## config.mk

```make
export PLATFORM = sky130hd
export DESIGN_NAME = bsle_cell
export DESIGN_NICKNAME = d
export VERILOG_FILES = /design/src/rtl/core/bsle_pkg.sv /design/src/rtl/core/bsle_cell.sv
export SDC_FILE = /design/constraint.sdc
export NUM_CORES = 1
export LEC_CHECK = 0
export CAP_MARGIN = 20
export CELL_PAD_IN_SITES_DETAIL_PLACEMENT = 0
export CELL_PAD_IN_SITES_GLOBAL_PLACEMENT = 1
export CORE_AREA = 2 2 86 88
export CTS_CLUSTER_SIZE = 8
export DETAILED_ROUTE_END_ITERATION = 7
export DIE_AREA = 0 0 88 90
export DONT_BUFFER_PORTS = 1
export MAX_ROUTING_LAYER = met4
export PLACE_DENSITY = 0.93
export SYNTH_ARGS = -nofsm -noshare
export SYNTH_HDL_FRONTEND = slang
export SYNTH_SLANG_ARGS = --single-unit
```

## constraint.sdc

```tcl
create_clock -name clk_i -period 7.2 [get_ports clk_i]
set_input_delay 1.08 -clock clk_i [delete_from_list [all_inputs] [get_ports clk_i]]
set_output_delay 1.08 -clock clk_i [all_outputs]
set_load 0.05 [all_outputs]
```

## src/rtl/core/bsle_pkg.sv

```systemverilog
// shared types and constants for the bounded sequential list engine
package bsle_pkg;

  localparam int unsigned CAPACITY = 128;
  localparam int unsigned DATA_W   = 32;
  localparam int unsigned POS_W    = 8;
  localparam int unsigned IDX_W    = (CAPACITY > 1) ? $clog2(CAPACITY) : 1;
  localparam int unsigned CNT_W    = $clog2(CAPACITY + 1);
  localparam int unsigned CMP_W    = (CNT_W > POS_W) ? CNT_W : POS_W;

  typedef enum logic [2:0] {
    OP_CLEAR    = 3'd0,
    OP_INSERT   = 3'd1,
    OP_DELETE   = 3'd2,
    OP_READ     = 3'd3,
    OP_LOCATE   = 3'd4,
    OP_SWAP     = 3'd5,
    OP_EXTREMES = 3'd6
  } opcode_e;

  typedef enum logic [2:0] {
    ST_OK       = 3'd0,
    ST_FULL     = 3'd1,
    ST_BADPOS   = 3'd2,
    ST_EMPTY    = 3'd3,
    ST_NOTFOUND = 3'd4
  } status_e;

  typedef enum logic [2:0] {
    CM_HOLD = 3'd0,
    CM_ROT  = 3'd1,
    CM_INS  = 3'd2,
    CM_DEL  = 3'd3,
    CM_SWAP = 3'd4
  } cell_mode_e;

  typedef struct packed {
    logic [2:0]               opcode;
    logic [POS_W-1:0]         position;
    logic [POS_W-1:0]         second_position;
    logic signed [DATA_W-1:0] value;
  } item_t;

  typedef struct packed {
    logic [2:0]               status;
    logic signed [DATA_W-1:0] read_value;
    logic [POS_W-1:0]         found_position;
    logic [POS_W-1:0]         list_length_out;
    logic signed [DATA_W-1:0] min_value;
    logic signed [DATA_W-1:0] max_value;
  } result_t;

  // broadcast command for the row of cells
  typedef struct packed {
    cell_mode_e               mode;
    logic [IDX_W-1:0]         pos_a;
    logic [IDX_W-1:0]         pos_b;
    logic [IDX_W-1:0]         last;
    logic signed [DATA_W-1:0] data_a;
    logic signed [DATA_W-1:0] data_b;
  } cell_cmd_t;

  typedef struct packed {
    logic                     clear;
    logic                     step;
    logic [IDX_W-1:0]         idx;
    logic [IDX_W-1:0]         pos_a;
    logic [IDX_W-1:0]         pos_b;
    logic signed [DATA_W-1:0] key;
  } scan_ctl_t;

  typedef struct packed {
    logic                     found;
    logic [IDX_W-1:0]         fidx;
    logic signed [DATA_W-1:0] min_val;
    logic signed [DATA_W-1:0] max_val;
    logic signed [DATA_W-1:0] data_a;
    logic signed [DATA_W-1:0] data_b;
  } scan_res_t;

endpackage

```

## src/rtl/core/bsle_cell.sv

```systemverilog
// one list entry of the cell row
module bsle_cell (
  input  logic                              clk_i,
  input  bsle_pkg::cell_cmd_t               cmd_i,
  input  logic [bsle_pkg::IDX_W-1:0]        idx_i,
  input  logic signed [bsle_pkg::DATA_W-1:0] left_i,
  input  logic signed [bsle_pkg::DATA_W-1:0] right_i,
  input  logic signed [bsle_pkg::DATA_W-1:0] head_i,
  output logic signed [bsle_pkg::DATA_W-1:0] data_o
);
  import bsle_pkg::*;

  logic signed [DATA_W-1:0] data_d, data_q;

  always_comb begin
    data_d = data_q;
    unique case (cmd_i.mode)
      CM_HOLD: ;
      // rotate toward the head, head wraps to the tail
      CM_ROT: begin
        data_d = (idx_i == cmd_i.last) ? head_i : right_i;
      end
      CM_INS: begin
        if (idx_i == cmd_i.pos_a) begin
          data_d = cmd_i.data_a;
        end else if (idx_i > cmd_i.pos_a) begin
          data_d = left_i;
        end
      end
      CM_DEL: begin
        if (idx_i >= cmd_i.pos_a) begin
          data_d = right_i;
        end
      end
      CM_SWAP: begin
        if (idx_i == cmd_i.pos_a) begin
          data_d = cmd_i.data_a;
        end else if (idx_i == cmd_i.pos_b) begin
          data_d = cmd_i.data_b;
        end
      end
      default: ;
    endcase
  end

  always_ff @(posedge clk_i) begin
    data_q <= data_d;
  end

  assign data_o = data_q;

endmodule

```

==> metrics.txt <==
arrival time at the worst endpoint 3830 ps; P_leak 1.46 nW; chip width 88 µm; Setup crit start kind input pin; Finished Cell Area 3390 µm²; Post-Place Setup Slack 2830 ps; Max VDD drop 0.0000642 V; Final nets 557; synthesized flop and latch total 32; Largest delay share family, worst path simple AND/OR/NAND/NOR gates; Hold Crit Class in -> reg; filler cell count 658; worst path bufs/invs 2; Logic pwr share 0.198; post-synthesis compound-gate area fraction 0.259; largest net degree at the start of global routing 65; EDFF count, synth 32; setup violators final 0; CTS tree built; Max Root-Sink Buffers 2; Seq/Total Area, Yosys 0.302; GR Overflow Total 0; switching part of the total 0.369; clk slew on worst S/H paths 70 ps; Synth Area in XOR/XNOR 0.0385; Max FO, Critical Path 42; Required @ worst endpoint 7230 ps; postcts setup bufs 0; crit path time final 3800 ps; Least-Margin Pin Slew 1140 ps; area grow syn2layout 6.45%; post-synthesis mux area share 0.147; RSZ-0062 raised after global routing no; Clock Tree Root clkbuf_8; Synthesized Nets 570; CP Capture Type flip-flop; drt initial violations 159; Psw 208 µW; drt drc 0; Synth Warn # 0; most common cell in the netlist a21oi_1; Rows 31; via/cell ratio 6.36; Via Count 2905; Final Hold Fails 0; Largest stage delay, worst path 960 ps; DR pass1 iterations 4; cell taking the most area after synthesis edfxtp_1; I/O Buffers 0; max_cap viols 0; first-pass GRT wire length 15.0 mm; Post-Syn Area 3180 µm²; vias in the first global route 3038; final-report max-slew violation count 0; Commonest cells post-synth 63 x a21oi_1, 35 x nor2_1, 34 x nand2_1; share of flip-flops with an asynchronous set or reset 0; DIE HEIGHT 90 µm; clock share of power 0.236; Final WS setup 3400 ps; post-CTS sizing 0; P_int 356 µW; H-tree depth 2; CTS buffer count 5; Primary FF master, synth edfxtp_1; max FFs per register 32; IO Pins 224; f_max 263 MHz; cell count after synthesis 371; GPL Wtd Cong 0.823; post-route ant nets 0; hpwl dp 7.08 mm; count of cell types in the netlist 35; max_slew headroom 0.243; power density over the cells 167 nW/µm²; Sequential Area 961 µm²; largest family of logic cells by synthesized area compound AO/OA/AOI/OAI gates; core outline area 7020 µm²; gr usage total 0.245; Ant. Diodes 0; CP Class in -> reg; Starting Density 0.453; total wire length 9.80 mm; routed wire length per instance 21.4 µm; critical path, cell by cell inv_1, ha_1, and4_1, nand2_2, buf_12, a21oi_1, o21ai_0, a211o_1; synthesized-area fraction occupied by and/or/nand/nor cells 0.173; Synth area leaders edfxtp_1 30%, mux2_4 14%, a21oi_1 9.9%; share of the synthesized area in the top cell type 0.302; status completed; post-place instance area 3270 µm²; fin util 0.482; CTS sink cnt 32; Sum Neg Setup Slack 0 ps; share of cells above drive strength 1 0.142; Tcrit/Tclk final 0.528; part of the power in registers 0.566; # hold bufs at CTS 0; syn_area_per_cell 8.58 µm²; initial antenna violation count 0; slowest stage cell on the critical path and4_1; die area 7920 µm²; multi-input logic area 2080 µm²; adder-cell share of the synthesized area 0.0275
-- layout make-up --
type,count,area share
inverter,8,0.00887
tap,99,0.0366
clock buffer,6,0.0214
sequential,32,0.284
multi-input combinational,302,0.614
timing repair buffer,9,0.0340
clock inverter,1,0.00148
-- power groups by stage --
stage               combinational [mW]  sequential [mW]  clock (mW)
global placement                 0.102            0.324           0
floorplan                       0.0858            0.320           0
global route                     0.123            0.322       0.144
finish                           0.112            0.320       0.133
CTS                              0.110            0.320       0.137
detailed placement               0.109            0.324           0
-- layer usage --
| metal | vias up | wire (µm) | GRT usage |
|---|---|---|---|
| met2 | 175 | 5070 | 0.438 |
| met4 | 0 | 135 | 0.0679 |
| met5 | - | 0 | - |
| li1 | 1339 | - | - |
| met1 | 1377 | 3720 | 0.270 |
| met3 | 14 | 868 | 0.0533 |
-- cell families after synthesis --
logic type	after synthesis
and+or+nand+nor	113
AOI/OAI and AO/OA	136
DFF	32
adders and majority gates	7
xor gates and xnor gates	14
buffers and inverters	37
muxes	32
-- cell usage in the layout, fill, tap and decap left out, types with 5 or more instances in the layout --
cell       n
buf_4      5
xor2_1     5
a21oi_1   63
xnor2_1    9
ha_1       7
mux2_4    29
and3_1    32
a211o_1   32
edfxtp_1  32
o21ai_0   32
clkbuf_8   5
nand2_1   34
inv_1      8
nor2_1    33
-- worst paths after layout --
kind                   startpoint          to  slack [ps]  cells past startpoint
worst max-delay path    cmd_i[80]  data_o[15]        3400                      8
worst min-delay path  right_i[25]  data_o[25]        1090                      3
-- per-stage QoR --
| step | hold WS, ps | total power, mW | instances |
|---|---|---|---|
| detailed placement | 1370 | 0.433 | 448 |
| floorplan | 1320 | 0.406 | 371 |
| global placement | 1360 | 0.426 | 446 |
| global route | 1100 | 0.589 | 457 |
| finish | 1090 | 0.565 | 457 |
| CTS | 1080 | 0.567 | 455 |
Note: power is estimated with default switching activity, not from simulation.
