$ cat src/rtl/core/bsle_pkg.sv
// shared types and constants for the bounded sequential list engine
package bsle_pkg;

  localparam int unsigned CAPACITY = 128;
  localparam int unsigned DATA_W   = 32;
  localparam int unsigned POS_W    = 8;
  localparam int unsigned IDX_W    = (CAPACITY > 1) ? $clog2(CAPACITY) : 1;
  localparam int unsigned CNT_W    = $clog2(CAPACITY + 1);
  localparam int unsigned CMP_W    = (CNT_W > POS_W) ? CNT_W : POS_W;

  typedef enum logic [2:0] {
    OP_CLEAR    = 3'd0,
    OP_INSERT   = 3'd1,
    OP_DELETE   = 3'd2,
    OP_READ     = 3'd3,
    OP_LOCATE   = 3'd4,
    OP_SWAP     = 3'd5,
    OP_EXTREMES = 3'd6
  } opcode_e;

  typedef enum logic [2:0] {
    ST_OK       = 3'd0,
    ST_FULL     = 3'd1,
    ST_BADPOS   = 3'd2,
    ST_EMPTY    = 3'd3,
    ST_NOTFOUND = 3'd4
  } status_e;

  typedef enum logic [2:0] {
    CM_HOLD = 3'd0,
    CM_ROT  = 3'd1,
    CM_INS  = 3'd2,
    CM_DEL  = 3'd3,
    CM_SWAP = 3'd4
  } cell_mode_e;

  typedef struct packed {
    logic [2:0]               opcode;
    logic [POS_W-1:0]         position;
    logic [POS_W-1:0]         second_position;
    logic signed [DATA_W-1:0] value;
  } item_t;

  typedef struct packed {
    logic [2:0]               status;
    logic signed [DATA_W-1:0] read_value;
    logic [POS_W-1:0]         found_position;
    logic [POS_W-1:0]         list_length_out;
    logic signed [DATA_W-1:0] min_value;
    logic signed [DATA_W-1:0] max_value;
  } result_t;

  // broadcast command for the row of cells
  typedef struct packed {
    cell_mode_e               mode;
    logic [IDX_W-1:0]         pos_a;
    logic [IDX_W-1:0]         pos_b;
    logic [IDX_W-1:0]         last;
    logic signed [DATA_W-1:0] data_a;
    logic signed [DATA_W-1:0] data_b;
  } cell_cmd_t;

  typedef struct packed {
    logic                     clear;
    logic                     step;
    logic [IDX_W-1:0]         idx;
    logic [IDX_W-1:0]         pos_a;
    logic [IDX_W-1:0]         pos_b;
    logic signed [DATA_W-1:0] key;
  } scan_ctl_t;

  typedef struct packed {
    logic                     found;
    logic [IDX_W-1:0]         fidx;
    logic signed [DATA_W-1:0] min_val;
    logic signed [DATA_W-1:0] max_val;
    logic signed [DATA_W-1:0] data_a;
    logic signed [DATA_W-1:0] data_b;
  } scan_res_t;

endpackage

$ cat src/rtl/core/bsle_scan.sv
// scan unit watching the head cell during a rotation pass
module bsle_scan (
  input  logic                               clk_i,
  input  logic                               rst_ni,
  input  bsle_pkg::scan_ctl_t                ctl_i,
  input  logic signed [bsle_pkg::DATA_W-1:0] head_i,
  output bsle_pkg::scan_res_t                res_o
);
  import bsle_pkg::*;

  logic                     first_q, found_q;
  logic [IDX_W-1:0]         fidx_q;
  logic signed [DATA_W-1:0] min_q, max_q, a_q, b_q;
  logic                     hit, lower, higher;

  assign hit    = !found_q && (head_i == ctl_i.key);
  assign lower  = first_q || (head_i < min_q);
  assign higher = first_q || (head_i > max_q);

  always_ff @(posedge clk_i or negedge rst_ni) begin
    if (!rst_ni) begin
      first_q <= 1'b1;
      found_q <= 1'b0;
    end else if (ctl_i.clear) begin
      first_q <= 1'b1;
      found_q <= 1'b0;
    end else if (ctl_i.step) begin
      first_q <= 1'b0;
      if (hit) begin
        found_q <= 1'b1;
      end
    end
  end

  always_ff @(posedge clk_i) begin
    if (ctl_i.step) begin
      if (hit) fidx_q <= ctl_i.idx;
      if (lower) min_q <= head_i;
      if (higher) max_q <= head_i;
      if (ctl_i.idx == ctl_i.pos_a) a_q <= head_i;
      if (ctl_i.idx == ctl_i.pos_b) b_q <= head_i;
    end
  end

  assign res_o = '{found: found_q, fidx: fidx_q, min_val: min_q, max_val: max_q,
                   data_a: a_q, data_b: b_q};

endmodule

$ cat config.mk
export PLATFORM = sky130hd
export DESIGN_NAME = bsle_scan
export DESIGN_NICKNAME = d
export VERILOG_FILES = /design/src/rtl/core/bsle_pkg.sv /design/src/rtl/core/bsle_scan.sv
export SDC_FILE = /design/constraint.sdc
export NUM_CORES = 1
export LEC_CHECK = 0
export BUFFER_PORTS_ARGS = -buffer_cell sky130_fd_sc_hd__buf_2
export CELL_PAD_IN_SITES_DETAIL_PLACEMENT = 1
export CELL_PAD_IN_SITES_GLOBAL_PLACEMENT = 1
export CORE_ASPECT_RATIO = 1.5
export CORE_UTILIZATION = 40
export DETAILED_ROUTE_END_ITERATION = 6
export HOLD_SLACK_MARGIN = 0.1
export PLACE_DENSITY_LB_ADDON = 0.1
export SETUP_SLACK_MARGIN = 0.4
export SLEW_MARGIN = 10
export SYNTH_ARGS = -nofsm -noshare
export SYNTH_HDL_FRONTEND = slang
export SYNTH_SLANG_ARGS = --single-unit
$ cat constraint.sdc
create_clock -name clk_i -period 9.5 [get_ports clk_i]
set_input_delay 0.95 -clock clk_i [delete_from_list [all_inputs] [get_ports clk_i]]
set_output_delay 0.95 -clock clk_i [all_outputs]
set_load 0.005 [all_outputs]
==> results of run 1 <==
## logic make-up after synthesis
group	after synthesis	share of synthesized area (%)
xor gates and xnor gates	46	6.41
buffers and inverters	65	3.94
DFF	137	65.4
adders and majority gates	63	12.5
AOI/OAI and AO/OA	56	5.74
and+or+nand+nor	65	6.00
## sequential cells by signal, indices dropped and copies added (netlist names)
register / cells
fidx_q: 7
first_q: 1
min_q: 32
max_q: 32
b_q: 32
found_q: 1
a_q: 32
## power groups by stage
stage	registers [mW]	logic, mW	clock network (mW)
global placement	0.730	0.201	0
CTS	0.719	0.213	0.688
global route	0.722	0.233	0.711
floorplan	0.735	0.0944	0
finish	0.718	0.208	0.676
detailed placement	0.731	0.210	0
## layout make-up
type / instances / area share, %
Antenna cell: 3 / 0.0905
Clock buffer: 17 / 5.13
Clock inverter: 15 / 2.08
Inverter: 64 / 2.89
Multi-Input combinational cell: 230 / 23.7
Sequential cell: 137 / 49.5
Tap cell: 199 / 3.00
Timing Repair Buffer: 226 / 13.7
## worst reg2reg max path, stage by stage, from the launching register on
cell	delay [ns]
edfxtp_1	0.37
inv_1	0.05
ha_1	0.37
nand4_2	0.14
nor4_2	0.38
nand4_1	0.22
a22o_1	0.31
o31ai_4	0.56
buf_4	0.42
## worst max-delay path by stage
stage,end,slack [ns],cells past startpoint
after floorplan,min_q[0]$_DFFE_PP_,1.83,6
after global placement,max_q[22]$_DFFE_PP_,5.71,9
after detailed placement,max_q[28]$_DFFE_PP_,5.62,8
after CTS,max_q[23]$_DFFE_PP_,6.03,8
after global routing,max_q[16]$_DFFE_PP_,5.83,8
final,max_q[26]$_DFFE_PP_,6.05,8
## cells in the final DEF, fill, tap and decap left out, drive strengths merged, types with 3 or more instances in the layout
cell        n
ha         63
a21o        7
nand2      10
nor2b       4
clkinvlp    3
xnor2      21
nand3       6
edfxtp    135
inv        68
nand4      19
clkinv      5
buf       226
a21oi      24
xor2       25
nor2        9
o21ai       8
nor4        9
diode       3
bufinv      3
clkbuf     17
## layer usage
layer / global-route usage, % / up-vias
met3: 6.91 / 17
met1: 23.8 / 2199
li1: - / 2092
met4: 7.28 / 2
met5: 0 / -
met2: 43.5 / 152
## stage by stage
| stage | worst slack, ns | utilization [%] | power (mW) |
|---|---|---|---|
| 4_1_cts | 6.03 | 54.5 | 1.62 |
| 3_5_place_dp | 5.62 | 50.6 | 0.941 |
| 5_1_grt | 5.83 | 54.6 | 1.67 |
| 6_report | 6.05 | 54.6 | 1.60 |
| 3_3_place_gp | 5.71 | 50.6 | 0.931 |
| 2_1_floorplan | 1.83 | - | 0.829 |
==> results.sh, run 1 <==
export IMPL_max_cap_violations=0
export IMPL_syn_inst=432
export IMPL_synth_top_area_share_pct=64.5
export IMPL_dr_total_vias=4462
export IMPL_finalCritPeriodShare_pct=36.3
export IMPL_cp_end_kind="flip-flop"
export IMPL_seq_area_frac_synth_pct=65.4
export IMPL_num_nets_final=828
export IMPL_combinationalPowerShare_pct=13.0
export IMPL_antenna_found_initial=3
export IMPL_gp_congestion=0.778
export IMPL_crit_required_ns=9.59
export IMPL_syn2layout_area_growth_pct=32.1
export IMPL_cts_sinks=137
export IMPL_dp_cells=856
export IMPL_clock_path_buffers=2
export IMPL_yosysWarnings=0
export IMPL_status="completed"
export IMPL_critPathSlowestCell="o31ai_4"
export IMPL_root_buffer="clkbuf_16"
export IMPL_power_switching_uw=401
export IMPL_reg2reg_depth=8
export IMPL_path_max_fanout=21
export IMPL_overflow=0
export IMPL_dr_wl_met2_um=9950
export IMPL_critPathTopFamily="compound AO/OA/AOI/OAI gates"
export IMPL_r2r_start="max_q[31]$_DFFE_PP_"
export IMPL_initial_utilization_pct=41.3
export IMPL_finalClockSkew_ns=0.00809
export IMPL_routed_wl_um=17700
export IMPL_finalSetupTns_ns=0
export IMPL_drt_pass1_iterations=6
export IMPL_ir_drop_uv=112
export IMPL_wl_met1_um=6520
export IMPL_rsz0062_at_grt="false"
export IMPL_fp_dieH_um=155
export IMPL_ys_async_sr_fraction_pct=1.46
export IMPL_die_w_um=104
export IMPL_dpl_hpwl_um=13600
export IMPL_tightest_slew_ns=1.14
export IMPL_grt_pass1_wl_um=27400
export IMPL_ys_flop_type="edfxtp_1"
export IMPL_critical_path_arrival_ns=3.54
export IMPL_place_port_buffers=224
export IMPL_cts_max_level=4
export IMPL_synthDistinctLibCells=40
export IMPL_synthTopCellsByArea="edfxtp_1 65%, ha_1 13%, inv_1 3.8%"
export IMPL_yosys_top_cells_count="135 x edfxtp_1, 64 x inv_1, 63 x ha_1"
export IMPL_internal_power_mw=1.20
export IMPL_p_leak_nw=3.65
export IMPL_holdBufCountCts=0
export IMPL_ff2ff_setup_slack_ns=6.33
export IMPL_netlist_top_cell_by_area="edfxtp_1"
export IMPL_viasPerCell=5.01
export IMPL_grt_pass1_vias=4942
export IMPL_hold_viol_final=0
export IMPL_ios=225
export IMPL_yosysMostFrequentCell="edfxtp_1"
export IMPL_numCtsBuffers=17
export IMPL_seqPwrFrac_pct=44.8
export IMPL_setup_viol=0
export IMPL_swShare_pct=25.0
export IMPL_ant_nets=0
export IMPL_cts_setup_buffers=0
export IMPL_post_cts_resized=0
export IMPL_period_minus_slack_ns=3.45
export IMPL_cp_startpoint="head_i[31]"
export IMPL_clk_latency_ns=0.42
export IMPL_syn_num_nets=584
export IMPL_drc=0
export IMPL_synth_edf_count=135
export IMPL_synth_area_mm2=0.00628
export IMPL_grt_max_degree=33
export IMPL_stdcell_count=891
export IMPL_die_area_mm2=0.0162
export IMPL_hold_ws_ns=0.311
export IMPL_multi_input_area_mm2=0.00196
export IMPL_hold_path_class="input port to asynchronous set/reset pin"
export IMPL_grt_usage_pct=22.9
export IMPL_clk_pin_slew_ns=0.06
export IMPL_slew_headroom_pct=23.7
export IMPL_placedInstanceArea_mm2=0.00769
export IMPL_syn_area_per_cell_um2=14.5
export IMPL_highest_layer="met5"
export IMPL_postLayoutCellArea_mm2=0.00830
export IMPL_power_density_mw_per_mm2=193
export IMPL_path_cells="buf_2, ha_1, nand4_2, nor4_2, nand4_1, a22o_1, o31ai_4, buf_4"
export IMPL_synth_seq_cells=137
export IMPL_num_rows=55
export IMPL_dr_wl_met3_um=1030
export IMPL_fillers=1616
export IMPL_crit_buf_inv=2
export IMPL_post_route_cells_drive_above_1_share_pct=38.3
export IMPL_r2r_end="max_q[26]$_DFFE_PP_"
export IMPL_start_kind="input port"
export IMPL_critical_path_max_stage_delay_ns=0.56
export IMPL_coreArea_mm2=0.0152
export IMPL_cts_tree="yes"
export IMPL_seqCellArea_mm2=0.00411
export IMPL_clkPwrFrac_pct=42.2
export IMPL_timing_max_transition_violations_final=0
export IMPL_wire_per_inst_um=19.9
export IMPL_max_clock_freq_mhz=290
export IMPL_path_class="input port to flip-flop"
export IMPL_drt_iter0_drc=129
(Power assumes the default switching activity.)
==> run 2, diff against run 1 <==
--- a/config.mk
+++ b/config.mk
@@ -5,11 +5,12 @@
 export SDC_FILE = /design/constraint.sdc
 export NUM_CORES = 1
 export LEC_CHECK = 0
+export ABC_AREA = 1
 export BUFFER_PORTS_ARGS = -buffer_cell sky130_fd_sc_hd__buf_2
 export CELL_PAD_IN_SITES_DETAIL_PLACEMENT = 1
 export CELL_PAD_IN_SITES_GLOBAL_PLACEMENT = 1
 export CORE_ASPECT_RATIO = 1.5
-export CORE_UTILIZATION = 40
+export CORE_UTILIZATION = 39
 export DETAILED_ROUTE_END_ITERATION = 6
 export HOLD_SLACK_MARGIN = 0.1
 export PLACE_DENSITY_LB_ADDON = 0.1
==> constraint.sdc (replaced) <==
create_clock -name clk_i -period 3.6 [get_ports clk_i]
set_input_delay 0.36 -clock clk_i [delete_from_list [all_inputs] [get_ports clk_i]]
set_output_delay 0.36 -clock clk_i [all_outputs]
set_load 0.005 [all_outputs]
==> run 2 against run 1 <==
Final cell count grew 21%. Synthesized cell count rose by 40%. Register-to-register slack got worse by 5.2 ns. Flip-flop and latch count stayed put. Clock skew increased by 0.0044 ns. Core utilization decreased by 1.9 points. Sequential share of layout area fell by 3.2 points. Wire length increased by 11%. Global-route usage is essentially flat. Design area increased by 6.9%. Power grew to 2.6 times the previous value. Critical path depth increased by 6.
==> results.sh, run 2 <==
export IMPL_grt_max_degree=17
export IMPL_wire_per_inst_um=18.2
export IMPL_synth_area_mm2=0.00677
export IMPL_seq_area_frac_synth_pct=60.7
export IMPL_ys_async_sr_fraction_pct=1.46
export IMPL_hold_viol_final=0
export IMPL_setup_viol=0
export IMPL_grt_pass1_wl_um=30000
export IMPL_max_clock_freq_mhz=411
export IMPL_gp_congestion=0.838
export IMPL_overflow=0
export IMPL_coreArea_mm2=0.0168
export IMPL_synth_top_area_share_pct=59.9
export IMPL_timing_max_transition_violations_final=0
export IMPL_num_nets_final=1009
export IMPL_place_port_buffers=224
export IMPL_drt_iter0_drc=138
export IMPL_stdcell_count=1082
export IMPL_dr_total_vias=5351
export IMPL_grt_pass1_vias=5680
export IMPL_post_cts_resized=0
export IMPL_slew_headroom_pct=52.3
export IMPL_grt_usage_pct=22.9
export IMPL_postLayoutCellArea_mm2=0.00887
export IMPL_ant_nets=0
export IMPL_synthDistinctLibCells=38
export IMPL_numCtsBuffers=17
export IMPL_finalSetupTns_ns=0
export IMPL_viasPerCell=4.95
export IMPL_ios=225
export IMPL_drt_pass1_iterations=4
export IMPL_tightest_slew_ns=0.713
export IMPL_power_total_mw=4.18
export IMPL_syn2layout_area_growth_pct=31.2
export IMPL_hold_path_class="input port to flip-flop"
export IMPL_placedInstanceArea_mm2=0.00825
export IMPL_yosys_top_cells_count="135 x edfxtp_1, 122 x inv_1, 102 x nand2_1"
export IMPL_period_minus_slack_ns=2.43
export IMPL_fillers=1938
export IMPL_p_leak_nw=4.21
export IMPL_die_w_um=110
export IMPL_cts_tree="yes"
export IMPL_drc=0
export IMPL_post_route_cells_drive_above_1_share_pct=33.0
export IMPL_cts_max_level=4
export IMPL_final_common_cell="buf_2"
export IMPL_cp_end_kind="flip-flop"
export IMPL_num_rows=58
export IMPL_fp_dieH_um=163
export IMPL_path_max_fanout=16
export IMPL_clk_pin_slew_ns=0.06
export IMPL_clk_latency_ns=0.43
export IMPL_dp_cells=1046
export IMPL_status="completed"
export IMPL_initial_utilization_pct=40.2
export IMPL_cts_sinks=137
export IMPL_synth_edf_count=135
export IMPL_antenna_found_initial=2
export IMPL_start_kind="flip-flop"
export IMPL_syn_inst=605
export IMPL_seqCellArea_mm2=0.00411
export IMPL_path_class="flip-flop to flip-flop"
export IMPL_synth_seq_cells=137
export IMPL_die_area_mm2=0.0179
export IMPL_power_density_mw_per_mm2=471
export IMPL_root_buffer="clkbuf_16"
export IMPL_most_common_layout_cells="224 x buf_2, 135 x edfxtp_1, 122 x inv_1, 102 x nand2_1, 63 x ha_1"
export IMPL_syn_area_per_cell_um2=11.2
export IMPL_ys_flop_type="edfxtp_1"
export IMPL_yosysWarnings=0
export IMPL_crit_required_ns=3.70
export IMPL_yosysMostFrequentCell="edfxtp_1"
export IMPL_rsz0062_at_grt="false"
export IMPL_synthTopCellsByArea="edfxtp_1 60%, ha_1 12%, inv_1 6.8%"
export IMPL_dpl_hpwl_um=15400
export IMPL_finalCritPeriodShare_pct=67.6
export IMPL_max_cap_violations=0
export IMPL_netlist_top_cell_by_area="edfxtp_1"
export IMPL_ir_drop_uv=295
export IMPL_finish_utilization_pct=52.7
export IMPL_syn_num_nets=757
export IMPL_clock_path_buffers=2
export IMPL_multi_input_area_mm2=0.00223
export IMPL_routed_wl_um=19700
export IMPL_critical_path_arrival_ns=2.53
export IMPL_finalClockSkew_ns=0.0124
==> run 2: cell count changes after synthesis, moves of 8 or more <==
cell     before  now
inv_1        64  122
nand2_1      10  102
nor2_1        9   44
nor3_1        2   10
o21ai_0       6   14
xnor2_1      21    3
xor2_1       25   10
==> run 2: kinds of logic after synthesis <==
| kind of cell | after synthesis | share of synthesized area [%] |
|---|---|---|
| XOR/XNOR | 13 | 1.68 |
| AND/OR/NAND/NOR | 204 | 13.6 |
| AO/OA/AOI/OAI | 63 | 5.40 |
| buffers and inverters | 125 | 6.99 |
| adder cells (fa/ha/maj) | 63 | 11.7 |
| flip-flops | 137 | 60.7 |
==> run 2: final timing paths <==
kind / from / to / slack [ns] / depth (start not counted)
max: max_q[17]$_DFFE_PP_ / max_q[17]$_DFFE_PP_ / 1.17 / 14
min: ctl_i[51] / fidx_q[5]$_DFFE_PP_ / 0.13 / 1
min in group asynchronous: rst_ni / found_q$_DFFE_PN0P_ / 0.31 / 2
max reg2reg: max_q[17]$_DFFE_PP_ / max_q[17]$_DFFE_PP_ / 1.17 / 14
min reg2reg: first_q$_DFFE_PN1P_ / first_q$_DFFE_PN1P_ / 0.57 / 2
max in group asynchronous: rst_ni / first_q$_DFFE_PN1P_ / 3.10 / 2
==> run 2: area by class of cell <==
cell class / instances / share of cell area (%)
Sequential cell: 137 / 46.3
Clock inverter: 13 / 1.92
Multi-Input combinational cell: 343 / 25.2
Inverter: 124 / 5.25
Tap cell: 210 / 2.96
Antenna cell: 3 / 0.0846
Timing Repair Buffer: 234 / 13.5
Clock buffer: 18 / 4.84
==> run 2: timing repair <==
item | CTS | global route
hold buffers | 2 | 0
buffers inserted | 0 | 0
endpoints found under the hold margin | 3 | 0
==> run 2: per-layer routing <==
layer	part of all wire [%]	track usage, %	vias up
li1	-	-	2563
met1	37	24.6	2592
met2	55	42.6	169
met3	5.5	5.43	27
met4	2.3	8.55	0
met5	0	0	-
==> run 2: worst max-delay path: stages (launching register included) <==
cell and delay, ns:
edfxtp_1 0.39, inv_1 0.06, ha_1 0.34, nand2_1 0.09, nand2_1 0.05, nand2_1 0.05
nand2_1 0.04, nand2_1 0.06, nand3_1 0.17, a21oi_2 0.20, nand3_1 0.09, nand2_1 0.07
nand2_1 0.08, a21oi_4 0.13, buf_4 0.29
==> run 2: through the flow <==
step / setup WS, ns / hold slack, ns
global placement: 1.08 / 0.146
global route: 0.995 / 0.119
detailed placement: 1.02 / 0.152
finish: 1.17 / 0.130
CTS: 1.13 / 0.116
floorplan: 0.464 / 0.0644
==> run 2: report_power, final <==
part | switching [mW] | internal (mW) | total (mW)
clock network | 0.702 | 1.09 | 1.80
registers | 0.0301 | 1.83 | 1.86
logic | 0.325 | 0.203 | 0.528
